<file path="src/hw/rtl/range_scan_projection_core_assert.svh">
// assertion macros for the range scan projection core
// used by modules that check their own control logic
`ifndef RANGE_SCAN_PROJECTION_CORE_ASSERT_SVH
`define RANGE_SCAN_PROJECTION_CORE_ASSERT_SVH

// same-cycle implication
`define RSP_ASSERT_IMPLIES(name, clk, rst_n, ante, cons) \
    name: assert property (@(posedge clk) disable iff (!rst_n) (ante) |-> (cons)) \
        else $error("range scan check failed");

// next-cycle implication
`define RSP_ASSERT_NEXT(name, clk, rst_n, ante, cons) \
    name: assert property (@(posedge clk) disable iff (!rst_n) (ante) |=> (cons)) \
        else $error("range scan check failed");

`endif

</file>
<file path="src/hw/rtl/rsp_fifo.sv">
// short register queue between front and back of the range scan core
// no dependencies
module rsp_fifo #(
    parameter int WIDTH = 35,
    parameter int DEPTH = 4
) (
    input  logic             clk,
    input  logic             rst_n,
    input  logic             push,
    input  logic [WIDTH-1:0] push_data,
    input  logic             pop,
    output logic [WIDTH-1:0] pop_data,
    output logic             full,
    output logic             empty
);

    localparam int PTR_W = (DEPTH > 1) ? $clog2(DEPTH) : 1;

    logic [WIDTH-1:0] mem_reg [DEPTH];
    logic [PTR_W-1:0] wr_ptr_reg, wr_ptr_next;
    logic [PTR_W-1:0] rd_ptr_reg, rd_ptr_next;
    logic [PTR_W:0]   count_reg, count_next;

    assign full     = (count_reg == (PTR_W+1)'(DEPTH));
    assign empty    = (count_reg == '0);
    assign pop_data = mem_reg[rd_ptr_reg];

    always_comb
    begin
        wr_ptr_next = wr_ptr_reg;
        rd_ptr_next = rd_ptr_reg;
        count_next  = count_reg;
        if (push)
        begin
            wr_ptr_next = (wr_ptr_reg == PTR_W'(DEPTH - 1)) ? '0 : wr_ptr_reg + 1'b1;
        end
        if (pop)
        begin
            rd_ptr_next = (rd_ptr_reg == PTR_W'(DEPTH - 1)) ? '0 : rd_ptr_reg + 1'b1;
        end
        if (push && !pop)
        begin
            count_next = count_reg + 1'b1;
        end
        else if (pop && !push)
        begin
            count_next = count_reg - 1'b1;
        end
    end

    always_ff @(posedge clk or negedge rst_n)
    begin
        if (!rst_n)
        begin
            wr_ptr_reg <= '0;
            rd_ptr_reg <= '0;
            count_reg  <= '0;
        end
        else
        begin
            wr_ptr_reg <= wr_ptr_next;
            rd_ptr_reg <= rd_ptr_next;
            count_reg  <= count_next;
        end
    end

    always_ff @(posedge clk)
    begin
        if (push)
        begin
            mem_reg[wr_ptr_reg] <= push_data;
        end
    end

endmodule

</file>
<file path="config.mk">
export PLATFORM = sky130hd
export DESIGN_NAME = rsp_fifo
export DESIGN_NICKNAME = d
export VERILOG_FILES = /design/src/hw/rtl/range_scan_projection_core_assert.svh /design/src/hw/rtl/rsp_fifo.sv
export SDC_FILE = /design/constraint.sdc
export NUM_CORES = 1
export LEC_CHECK = 0
export BUFFER_PORTS_ARGS = -buffer_cell sky130_fd_sc_hd__clkbuf_2
export CELL_PAD_IN_SITES_DETAIL_PLACEMENT = 1
export CELL_PAD_IN_SITES_GLOBAL_PLACEMENT = 2
export CORE_ASPECT_RATIO = 2
export CORE_UTILIZATION = 38
export DETAILED_ROUTE_END_ITERATION = 10
export PLACE_DENSITY_LB_ADDON = 0.3
export SLEW_MARGIN = 20
export SYNTH_ARGS = -nofsm -noshare
export SYNTH_HDL_FRONTEND = slang
export SYNTH_SLANG_ARGS = --single-unit
</file>
<file path="constraint.sdc">
create_clock -name clk -period 3.5 [get_ports clk]
set_input_delay 0.175 -clock clk [delete_from_list [all_inputs] [get_ports clk]]
set_output_delay 0.175 -clock clk [all_outputs]
set_load 0.02 [all_outputs]
</file>
# Word level (Yosys, flattened, before mapping)
# Memory sizes are Yosys's and may differ from the RTL's.
# Cells that the tools add are included.
# Widths: inputs -> output; s select.
[totals]
reg_bits = 7
output_inout_bits = 37
wordCells = 23
input_bits = 39
mem_count = 1
mem_bits_rw = 140
[mem_list]
columns = ["memory", "words", "word_bits", "rd", "rd_ports_with_merged_regs", "write_ports", "line", "text"]
rows = [
  ["mem_reg", 4, 35, 1, 0, 1, "rsp_fifo.sv:19", "logic [WIDTH-1:0] mem_reg [DEPTH];"],
]
[op_classes]
add_sub_neg = 4
muxes = 6
eq_ne = 3
n_reduce_logical = 6
[ops]
columns = ["op", "count"]
rows = [
  ["$mux 3", 2],
  ["$add 2x1->2 const B", 2],
  ["$eq 2x2->1 const B", 2],
  ["$mux 2", 2],
  ["$add 3x1->3 const B", 1],
  ["$eq 3x3->1 const B", 1],
  ["$logic_not 3->1", 1],
  ["$sub 3x1->3 const B", 1],
  ["$logic_and 1x1->1", 2],
  ["$logic_not 1->1", 2],
  ["$mux 1", 2],
  ["$reduce_bool 2->1", 1],
]

# Longest topological paths before layout
[logic_depth]
ltp_word = 4
mapped_depth = 7
ltp_nobuf = 7

# Worst setup path after synthesis
# No wires, ideal clock.
[synth_path]
kind = "flip-flop to flip-flop"
from = "reg wr_ptr_reg[0]"
to = "mem mem_reg[0][0] (enable)"
required_time_ns = 3.105
path_stages_with_launch = 4
path_buffers = 0
setup_slack_ns = 1.624
period_less_slack_ns = 1.876
setup_time_ns = 0.395
t_arrival_ns = 1.480
path_cell_list = "dfrtp_1 inv_1 ha_1 and2_1"
[synth_rtl]
columns = ["element", "line", "text"]
rows = [
  ["start, declared", "rsp_fifo.sv:20", "logic [PTR_W-1:0] wr_ptr_reg, wr_ptr_next;"],
  ["start signal, assigned", "rsp_fifo.sv:61", "wr_ptr_reg <= wr_ptr_next;"],
  ["end, declared", "rsp_fifo.sv:19", ""],
]
# No word-level cell before the write port.

# Worst setup path in the final report
[layout_path]
from = "reg rd_ptr_reg[0]"
to = "out pop_data[27]"
[layout_between]
elab_chain_cells = 1
[layout_rtl]
columns = ["element", "line", "text"]
rows = [
  ["start, declared", "rsp_fifo.sv:21", "logic [PTR_W-1:0] rd_ptr_reg, rd_ptr_next;"],
  ["start signal, assigned", "rsp_fifo.sv:62", "rd_ptr_reg <= rd_ptr_next;"],
  ["$mem_v2 4x35", "-", ""],
  ["end, declared", "rsp_fifo.sv:12", "output logic [WIDTH-1:0] pop_data,"],
]
# No other way between the ends.

==> out/results.tsv <==
metric	value	unit
wire length per cell	18.5	um
met1 Use GR	14.9	%
Die X	87.2	um
clock buffer depth	2	
post-route minimum period	2510	ps
Layout Nets	389	
mux cell area share after synthesis	15.4	%
clock latency on the worst-skew pair	420	ps
Max H-tree Level	4	
Synth async-reset ratio	4.76	%
GR Util met2	27.1	%
Pleak	2.46	nW
reg2reg end	mem_reg[0][33]	
vias in the first global route	2892	
pwr dens	818	nW/um2
Yosys top cell area share	76.1	%
drt drc	0	
vias per cell	4.75	
syn_nets	266	
drt first pass iters	5	
status	finished, final reports clean	
unrepaired setup endpoints after global routing	false	
Fin Setup TNS	0	ps
synth warn	0	
clock sink total	147	
Worst Setup EP	pop_data[27]	
Finished Layout Cells	547	
Post-Synth Simple-Gate Area	1.02	%
total gr overflow	0	
CTS tree	done	
VDD IR-drop max	358	uV
Synth Flop Type	edfxtp_1	
global-route wire length before repair	15400	um
IO Port Bufs	75	
CP max-delay cell	dfrtp_2	
Synth Area in XOR/XNOR	0.476	%
Tot GR Track Use	14.6	%
Hold Crit Class	in2reg	
area fraction in compound gates after synthesis	0.181	%
flop2flop setup slack	1610	ps
final worst-path cycle share	71.6	%
dpl cells	481	
GRT met3 Usage	3.44	%
Post-Synthesis Cells	220	
row cnt	62	
sequential fraction of the synthesis area	79.3	%
register area	4380	um2
CP Cell Sequence	buf_4, mux4_1, clkbuf_2	
Final setup viols	0	
number of distinct library cells after synthesis	19	
GPL Wtd Cong	0.647	
Critical Path RT	3320	ps
Ports	76	
Synth Area per Inst	25.1	um2
reg2reg start	wr_ptr_reg[0]	
Slew @ Worst Pin	1030	ps
largest net degree at the start of global routing	38	
dpl hpwl	5990	um
peak fanout along the critical path	19	
Gates resized, CTS repair	0	
Vias	2597	
FF-to-FF path depth	3	
CP Launch Point	rd_ptr_reg[0]	
Initial Utilization	38.7	%
final core utilization	48.8	%
initial antenna violation count	0	
top cell type by total area after synthesis	edfxtp_1	
chip height	172	um
class of the most critical setup path	reg2out	
CTS buffer count	17	
CP Capture Type	primary output	
Arr. time, crit path	2330	ps
Die ar.	15000	um2
Ant. Diodes	0	
CTS Hold Bufs	35	
final hold vios	0	
Mapped Area	5520	um2
post-synthesis adder-cell area fraction	1.72	%
Design Power	0.00570	W
Final Max Tran Viols	0	
FILL cells	1377	
drt total wl	10100	um
Setup Buffers After CTS	0	
CP peak stage delay	810	ps
largest family of logic cells by synthesized area	multiplexers	
Clock transition at path regs	60	ps
Synth area leaders	edfxtp_1, mux4_2, mux4_1	
max reg flops	140	
root buffer cell	clkbuf_16	
Area growth syn-to-layout	26.2	%
slew margin rel.	31.0	%
number of DRC markers in iteration 0	89	
EDFF count, synth	140	
layout cells sized above 1	40.8	%
antenna-violating nets left	0	
area of the multi-input gates	1040	um2
Worst Skew	6.38	ps
Most Crowded Layer GR	met2	
Max Fclk	0.399	GHz
Core Area	14300	um2
Setup crit start kind	flip-flop	
Yosys reg bits	147	
max_cap viols	0	
==> cells by family (layout without fill, tap and decap cells) <==
logic type / Yosys count / after routing
buffers and inverters: 12 / 147
muxes: 38 / 38
xor gates and xnor gates: 3 / 3
and+or+nand+nor: 11 / 11
DFF: 147 / 147
adders and majority gates: 7 / 7
AOI/OAI and AO/OA: 2 / 2
==> synthesized netlist by cell type (2+ instances only) <==
master    number
edfxtp_1     140
mux4_2        28
dfrtp_1        7
mux4_1         7
ha_1           6
and2_1         4
buf_2          4
inv_1          4
buf_12         3
mux2_2         3
nor2_1         3
nand2_1        2
o21ai_0        2
xor2_1         2
==> per-layer routing <==
layer  part of all wire (%)  routed length, um  vias to the layer above
li1                       -                  -                     1181
met1                     37               3710                     1344
met2                     58               5860                       59
met3                    3.1                315                       13
met4                    2.2                222                        0
met5                      0                  0                        -
==> worst min path at each step <==
stage / from / to / cells after the start
6_report: push_data[6] / mem_reg[3][6] / 1
5_1_grt: push_data[6] / mem_reg[3][6] / 1
4_1_cts: push_data[6] / mem_reg[3][6] / 1
3_5_place_dp: rst_n / wr_ptr_reg[1] / 1
3_3_place_gp: rst_n / wr_ptr_reg[1] / 1
2_1_floorplan: rst_n / count_reg[0] / 0
==> per-stage QoR <==
stage	area [um2]	setup slack [ps]	hold WS, ps
after floorplan	5520	1620	-121
after global placement	6070	1360	38.4
after detailed placement	6070	1350	40.1
after CTS	6970	903	0.0483
after global routing	6970	850	4.03
final	6970	993	5.81
==> final cells by class <==
| class | count | area share (%) |
|---|---|---|
| flip-flops and latches | 147 | 62.9 |
| multi-input cells | 61 | 14.9 |
| repair buffers | 112 | 10.6 |
| clock buffers | 17 | 6.11 |
| well taps | 192 | 3.45 |
| clock inverters | 14 | 1.76 |
| inverters | 4 | 0.216 |
==> power by group <==
part,switching [W],internal (W)
clock network,0.000738,0.000923
registers,0.000236,0.00227
logic,0.000839,0.000693
==> critical path: cells and delay by family (launching register included) <==
family	cells	cell delay, ps
buffers and inverters	2	510
flip-flops	1	810
multiplexers	1	590
==> placed cells by master (no fill, tap or decap), types with 5 or more instances in the layout <==
cell / count
edfxtp_1: 140
dlygate4sd3_1: 35
mux4_1: 7
mux4_2: 28
clkbuf_2: 75
clkbuf_16: 17
dfrtp_1: 5
ha_1: 6
Power figures use the tool's default switching activity.
