<file path="config.mk">
export PLATFORM = sky130hd
export DESIGN_NAME = rsp_front
export DESIGN_NICKNAME = d
export VERILOG_FILES = /design/src/hw/rtl/range_scan_projection_core_assert.svh /design/src/hw/rtl/rsp_pkg.sv /design/src/hw/rtl/rsp_front.sv
export SDC_FILE = /design/constraint.sdc
export NUM_CORES = 1
export LEC_CHECK = 0
export BUFFER_PORTS_ARGS = -buffer_cell sky130_fd_sc_hd__buf_2
export CORE_ASPECT_RATIO = 0.5
export CORE_MARGIN = 2
export CORE_UTILIZATION = 30
export DETAILED_ROUTE_END_ITERATION = 12
export HOLD_SLACK_MARGIN = 0.1
export PLACE_DENSITY = 0.58
export SYNTH_ARGS = -nofsm -noshare
export SYNTH_HDL_FRONTEND = slang
export SYNTH_SLANG_ARGS = --single-unit
</file>
<file path="constraint.sdc">
create_clock -name clk -period 4 [get_ports clk]
set_input_delay 0.6 -clock clk [delete_from_list [all_inputs] [get_ports clk]]
set_output_delay 0.6 -clock clk [all_outputs]
set_load 0.05 [all_outputs]
</file>
<file path="src/hw/rtl/range_scan_projection_core_assert.svh">
// assertion macros for the range scan projection core
// used by modules that check their own control logic
`ifndef RANGE_SCAN_PROJECTION_CORE_ASSERT_SVH
`define RANGE_SCAN_PROJECTION_CORE_ASSERT_SVH

// same-cycle implication
`define RSP_ASSERT_IMPLIES(name, clk, rst_n, ante, cons) \
    name: assert property (@(posedge clk) disable iff (!rst_n) (ante) |-> (cons)) \
        else $error("range scan check failed");

// next-cycle implication
`define RSP_ASSERT_NEXT(name, clk, rst_n, ante, cons) \
    name: assert property (@(posedge clk) disable iff (!rst_n) (ante) |=> (cons)) \
        else $error("range scan check failed");

`endif

</file>
<file path="src/hw/rtl/rsp_pkg.sv">
// shared types, codes and constant tables of the range scan projection core
// no dependencies
package rsp_pkg;

    localparam int COORD_W   = 24;
    localparam int ANGLE_W   = 16;
    localparam int RANGE_W   = 16;
    localparam int CFG_W     = 24;
    localparam int CFG_IDX_W = 3;

    localparam logic [CFG_IDX_W-1:0] REG_POSE_X       = 3'd0;
    localparam logic [CFG_IDX_W-1:0] REG_POSE_Y       = 3'd1;
    localparam logic [CFG_IDX_W-1:0] REG_POSE_HEADING = 3'd2;
    localparam logic [CFG_IDX_W-1:0] REG_START_ANGLE  = 3'd3;
    localparam logic [CFG_IDX_W-1:0] REG_ANGLE_STEP   = 3'd4;
    localparam logic [CFG_IDX_W-1:0] REG_MIN_RANGE    = 3'd5;
    localparam logic [CFG_IDX_W-1:0] REG_MAX_RANGE    = 3'd6;

    localparam logic RESULT_POINT   = 1'b0;
    localparam logic RESULT_SUMMARY = 1'b1;

    localparam logic [31:0] PI_Q30  = 32'd3373259426;
    localparam logic [31:0] ONE_Q30 = 32'd1073741824;
    localparam logic [13:0] OCTANT  = 14'd8192;
    localparam logic [14:0] QUARTER = 15'd16384;

    localparam logic [3:0] SIN_TERMS = 4'd4;
    localparam logic [3:0] NUM_TERMS = 4'd9;

    typedef struct packed {
        logic [RANGE_W-1:0] range_mm;
        logic               last_beam;
    } in_item_t;

    typedef struct packed {
        logic                      result_kind;
        logic signed [COORD_W-1:0] x_mm;
        logic signed [COORD_W-1:0] y_mm;
        logic                      point_kept;
        logic signed [COORD_W-1:0] box_min_x;
        logic signed [COORD_W-1:0] box_min_y;
        logic signed [COORD_W-1:0] box_max_x;
        logic signed [COORD_W-1:0] box_max_y;
        logic signed [COORD_W-1:0] center_x;
        logic signed [COORD_W-1:0] center_y;
    } out_item_t;

    typedef struct packed {
        logic [RANGE_W-1:0] range_mm;
        logic [ANGLE_W-1:0] beam_angle;
        logic               kept;
        logic               last_beam;
        logic               first;
    } queue_item_t;

    typedef struct packed {
        logic [ANGLE_W-1:0] pose_heading;
        logic [ANGLE_W-1:0] start_angle;
        logic [ANGLE_W-1:0] angle_step;
        logic [RANGE_W-1:0] min_range;
        logic [RANGE_W-1:0] max_range;
    } scan_cfg_t;

    typedef struct packed {
        logic busy;
        logic done;
    } div_status_t;

    typedef enum logic [3:0] {
        B_IDLE,
        B_X,
        B_X2,
        B_TMUL,
        B_TDIV,
        B_TFIX,
        B_ROUND,
        B_OFF_C,
        B_OFF_S,
        B_XY,
        B_POINT,
        B_DIV_START,
        B_DIV_WAIT,
        B_SUMMARY
    } back_state_t;

    // series divisors: sin terms first, then cos terms
    function automatic logic [6:0] term_divisor(input logic [3:0] term);
        logic [6:0] d;
        case (term)
            4'd0:    d = 7'd6;
            4'd1:    d = 7'd20;
            4'd2:    d = 7'd42;
            4'd3:    d = 7'd72;
            4'd4:    d = 7'd2;
            4'd5:    d = 7'd12;
            4'd6:    d = 7'd30;
            4'd7:    d = 7'd56;
            4'd8:    d = 7'd90;
            default: d = 7'd1;
        endcase
        return d;
    endfunction

    // floor of 2^32 over the divisor
    function automatic logic [31:0] term_recip(input logic [3:0] term);
        logic [31:0] m;
        case (term)
            4'd0:    m = 32'(64'd4294967296 / 64'd6);
            4'd1:    m = 32'(64'd4294967296 / 64'd20);
            4'd2:    m = 32'(64'd4294967296 / 64'd42);
            4'd3:    m = 32'(64'd4294967296 / 64'd72);
            4'd4:    m = 32'(64'd4294967296 / 64'd2);
            4'd5:    m = 32'(64'd4294967296 / 64'd12);
            4'd6:    m = 32'(64'd4294967296 / 64'd30);
            4'd7:    m = 32'(64'd4294967296 / 64'd56);
            4'd8:    m = 32'(64'd4294967296 / 64'd90);
            default: m = 32'd0;
        endcase
        return m;
    endfunction

endpackage

</file>
<file path="src/hw/rtl/rsp_front.sv">
// front end: takes readings, tracks the beam angle and applies the range filter
// depends on rsp_pkg
module rsp_front (
    input  logic                clk,
    input  logic                rst_n,
    input  logic                in_valid,
    input  rsp_pkg::in_item_t   in_item,
    input  rsp_pkg::scan_cfg_t  cfg,
    input  logic                queue_full,
    output logic                in_stall,
    output logic                push,
    output rsp_pkg::queue_item_t push_item
);

    logic                        scan_open_reg, scan_open_next;
    logic [rsp_pkg::ANGLE_W-1:0] beam_angle_reg, beam_angle_next;
    logic [rsp_pkg::ANGLE_W-1:0] angle_cur;

    assign in_stall  = queue_full;
    assign push      = in_valid && !queue_full;
    // a new scan reloads the angle from the heading and start angle
    assign angle_cur = scan_open_reg ? beam_angle_reg : cfg.pose_heading + cfg.start_angle;

    always_comb
    begin
        push_item.range_mm   = in_item.range_mm;
        push_item.beam_angle = angle_cur;
        push_item.kept       = (in_item.range_mm >= cfg.min_range) &&
                               (in_item.range_mm <= cfg.max_range);
        push_item.last_beam  = in_item.last_beam;
        push_item.first      = !scan_open_reg;
    end

    always_comb
    begin
        scan_open_next  = scan_open_reg;
        beam_angle_next = beam_angle_reg;
        if (push)
        begin
            scan_open_next  = !in_item.last_beam;
            beam_angle_next = angle_cur + cfg.angle_step;
        end
    end

    always_ff @(posedge clk or negedge rst_n)
    begin
        if (!rst_n)
        begin
            scan_open_reg  <= 1'b0;
            beam_angle_reg <= '0;
        end
        else
        begin
            scan_open_reg  <= scan_open_next;
            beam_angle_reg <= beam_angle_next;
        end
    end

endmodule

</file>
Yosys cells after proc, flatten, opt, wreduce, memory -nomap -nowiden
Index checks and enable logic that the tools add are counted.

Register bits: 17. Bits of input ports: 101. Output and inout bits: 37. Word-level logic and storage cells: 12.

$add $sub $neg: 2. $lt $le $gt $ge: 2. Mux-type cells: 1. Reduce and logical (&&, ||, !) cells: 5.

Operators with widths (count): $add 16x16->16 (2); $ge 16x16->1 (1); $le 16x16->1 (1); $mux 16 (1); $logic_not 1->1 (3); $logic_and 1x1->1 (2).

Longest topological paths before layout
Depth after elaboration: 3. Mapped depth: 17. Depth with buffers taken out: 17.

Least setup slack after synthesis
Ideal clock, no wire load.

Kind: input to register. Start point: in cfg[48] in the netlist's numbering. End point: reg beam_angle_reg[14] in the netlist's numbering. Setup time: 69 ps. Arrival time: 4692 ps. Required time: 3931 ps. Slack: -760 ps. Stages: 16. Buffers on the path: 0. Cell sequence: ha_1 > fa_1 > a21o_1 > a21oi_1 > o21bai_1 > a21o_1 > xnor2_1 > o21ai_0 > ha_1 > a21oi_1 > o21bai_1 > a21oi_1 > o211ai_1 > a2111oi_0 > o2111ai_1 > nand3_1.

RTL lines: from (decl) (line rsp_front.sv:8) `input rsp_pkg::scan_cfg_t cfg,`; to (signal assigned) (line rsp_front.sv:55) `beam_angle_reg <= beam_angle_next;`; to (decl) (line rsp_front.sv:16) `logic [rsp_pkg::ANGLE_W-1:0] beam_angle_reg, beam_angle_next;`.

Worst setup path after layout
Start point: in cfg[48] in the netlist's numbering. End point: reg beam_angle_reg[15] in the netlist's numbering.

Longest elaborated chain between the ends: 3.

RTL lines: $add 16x16->16 (line rsp_front.sv:22) `assign angle_cur = scan_open_reg ? beam_angle_reg : cfg.pose_heading + cfg.start_angle;`; $mux 16 (line rsp_front.sv:22); $add 16x16->16 (line rsp_front.sv:41) `beam_angle_next = angle_cur + cfg.angle_step;`.

No other way between the ends. A chain may end at the register's enable or synchronous reset.

==> impl_metrics.ini <==
[status]
status = finished clean

[hold_path]
hold_class = primary input to async pin

[final_layout]
drive_gt1_share_pct = 34.4
multi_input_area_mm2 = 0.00258
largest_reg_flops = 16
instances_no_fill = 693
antenna_cells = 0
nNetsFinal = 721
seqCellArea_um2 = 425
fin_util_pct = 41.2
syn2layout_area_growth_pct = 32.2
final_cell_area_mm2 = 0.00426
fillers = 1094

[synthesis]
synth-edff-count = 0
synth-async-reset-ratio_pct = 100
yosysSeqAreaShare_pct = 13.2
syn_inst = 418
yosys_warnings = 0
yosys_register_bits = 17
syn_avg_cell_area_um2 = 7.72
syn_nets = 585
ys_types = 53
syn_area_mm2 = 0.00323
dominantRegCellSynth = dfrtp_1

[placement]
dp_cells = 685
hpwl_um = 7630
gp_routability_congestion = 0.864
dpl_cell_area_mm2 = 0.00409
port_buffers = 137
place_ws_ns = -0.206

[sta]
max_slew_margin_pct = 56.8
slew_viol_final = 0
finalSetupViolCount = 0
finalHoldViolCount = 0
fin_skew_ns = 0.00193
layout_min_cycle_time_ns = 3.81
holdWs_ns = 0.274
tightest_slew_ns = 0.631
finalCritPeriodShare_pct = 95.2
setup_ws_ns = 0.191
max_freq_mhz = 263
finalSetupTns_ns = 0

[floorplanning]
die_h_um = 77.3
die-area_mm2 = 0.0116
io-pin-count = 138
die-width_um = 151
rows = 26
core_area_mm2 = 0.0103
start_util_pct = 31.2

[routing]
wl_met1_um = 4330
vias_per_cell = 4.86
met3_length_um = 633
routed.top_layer = met4
vias = 3369
antenna_left = 0
drc = 0
wl_um = 8970
wl_met2_um = 3920
first_pass_iters = 4
wl_per_cell_um = 12.9
drt_iter0_drc = 126

[worst_setup_path]
cp_cell_sequence = buf_2, ha_4, fa_2, a21o_1, a21oi_2, o21bai_1, a21oi_2, o211ai_1, buf_4, a2111oi_4, or3b_4, ha_4, nand4_1, nor2_2, nand2_1, and3_4, a211o_1, o311a_1, a211oi_2
cpMaxStageDelayCell = fa_2
critPathRequiredTime_ns = 4.17
cp-startpoint = cfg[48]
regToRegStartpoint = scan_open_reg
r2r_end = beam_angle_reg[15]
endpoint_kind = flip-flop
critPathArrivalTime_ns = 3.97
reg2reg_setup_slack_ns = 0.87
crit_path_max_incr_delay_ns = 0.35
worstSetupPathType = primary input to flip-flop
setup.worst_path.start_class = primary input
r2r_cells = 12
crit_path_max_fanout = 3

[grt]
grt_pass1_wl_um = 14300
grt_use_total_pct = 14.9
antenna_found_initial = 0
grt_max_degree = 35
gr-total-overflow = 0
grt_pass1_vias = 3125

[clock_tree]
cts.path.max_buffers = 2
cts_tree = done
cts_sinks = 17
clkTransAtPathRegs_ns = 0.05
clockRootBuffer = clkbuf_16
hold_buffers = 0
cts_buffers = 3
h-tree-depth = 1
clock_latency_ns = 0.25

[run]
cap_violations = 0

[pwr]
ir_worst_vdd_mv = 0.208
power_density_mw_per_mm2 = 394
total_power_mw = 1.68
p_leak_nw = 2.25
final cells by class:
cell class              instances  share of cell area (%)
clock buffers                   4                    1.85
inverters                      44                    3.87
multi-input cells             331                    60.6
flip-flops and latches         17                    9.98
well taps                     140                    4.11
repair buffers                157                    19.6
logic make-up (layout without fill, tap and decap cells):
family                   after synthesis  count (layout)  synth area share (%)
AO/OA/AOI/OAI                        140             140                  27.7
adder cells (fa/ha/maj)               66              66                  26.1
multiplexers                           2               2                 0.698
AND/OR/NAND/NOR                      106             106                  17.5
buffers and inverters                 70             205                  10.3
flip-flops                            17              17                  13.2
XOR/XNOR                              17              17                  4.62
worst max path at each step:
stage | cells after the start | end | slack [ns]
2_1_floorplan | 16 | beam_angle_reg[14] | -0.14
3_3_place_gp | 18 | beam_angle_reg[15] | -0.09
3_5_place_dp | 18 | beam_angle_reg[15] | -0.21
4_1_cts | 18 | beam_angle_reg[15] | 0.05
5_1_grt | 19 | beam_angle_reg[15] | -0.05
6_report | 19 | beam_angle_reg[15] | 0.19
cell usage after synthesis, drive strengths merged, types with 3 or more instances:
library cell,n,area share (%)
a2111oi,6,1.6
a211oi,6,1.6
a21o,17,4.0
a21oi,35,5.7
a31oi,3,0.58
and3,7,1.4
buf,21,4.6
clkbuf,5,0.58
dfrtp,17,13
ha,64,25
inv,43,5.0
nand2,34,4.0
nand2b,5,0.97
nand3,8,1.2
nand3b,3,0.70
nand4,8,1.6
nor2,10,1.2
nor2b,3,0.58
nor3,7,1.1
nor3b,6,1.4
nor4,4,0.78
o211ai,4,1.1
o21a,7,1.6
o21ai,43,6.8
o21bai,7,1.6
or3,3,0.58
or4,3,0.74
xnor2,11,3.0
xor2,6,1.6
critical path: cells and delay by family:
family / cells / cell delay [ns]
AOI/OAI and AO/OA: 9 / 1.67
adders and majority gates: 3 / 0.64
buffers and inverters: 2 / 0.29
and+or+nand+nor: 5 / 0.75
layer usage:
| layer | up-vias | track usage, % |
|---|---|---|
| li1 | 1785 | - |
| met1 | 1473 | 21.0 |
| met2 | 102 | 25.0 |
| met3 | 9 | 1.19 |
| met4 | 0 | 3.08 |
| met5 | - | 0 |
layout by cell type (no fill, tap or decap), types with 3 or more instances in the layout:
master	instances
nand4_1	8
nand2b_1	5
dfrtp_1	17
o21a_1	7
nor2_1	9
buf_4	20
ha_1	61
nand2_1	34
nand3b_1	3
nor4_1	4
nor3b_1	6
ha_4	3
o21ai_0	29
a211oi_1	4
xnor2_1	11
o21ai_2	3
o21ai_1	11
nor2b_1	3
a2111oi_0	3
o211ai_1	3
clkbuf_16	3
nand3_1	6
o21bai_1	7
a21oi_2	5
a21oi_1	30
a21o_1	17
buf_2	137
and3_1	4
nor3_1	5
xor2_1	6
a31oi_1	3
or3_1	3
inv_1	43
power breakdown:
| group | total (mW) | switching [mW] | internal [mW] | leakage [nW] |
|---|---|---|---|---|
| sequential | 0.292 | 0.0456 | 0.246 | 0.210 |
| combinational | 1.18 | 0.720 | 0.463 | 2.00 |
| clock | 0.206 | 0.0701 | 0.136 | 0.0382 |
| total | 1.68 | 0.836 | 0.845 | 2.25 |
what timing repair did:
item | 4_1_cts | 5_1_grt
setup endpoints to repair | 0 | 1
setup buffers | 0 | 4
resized for setup | 0 | 12
Power figures use the tool's default switching activity.
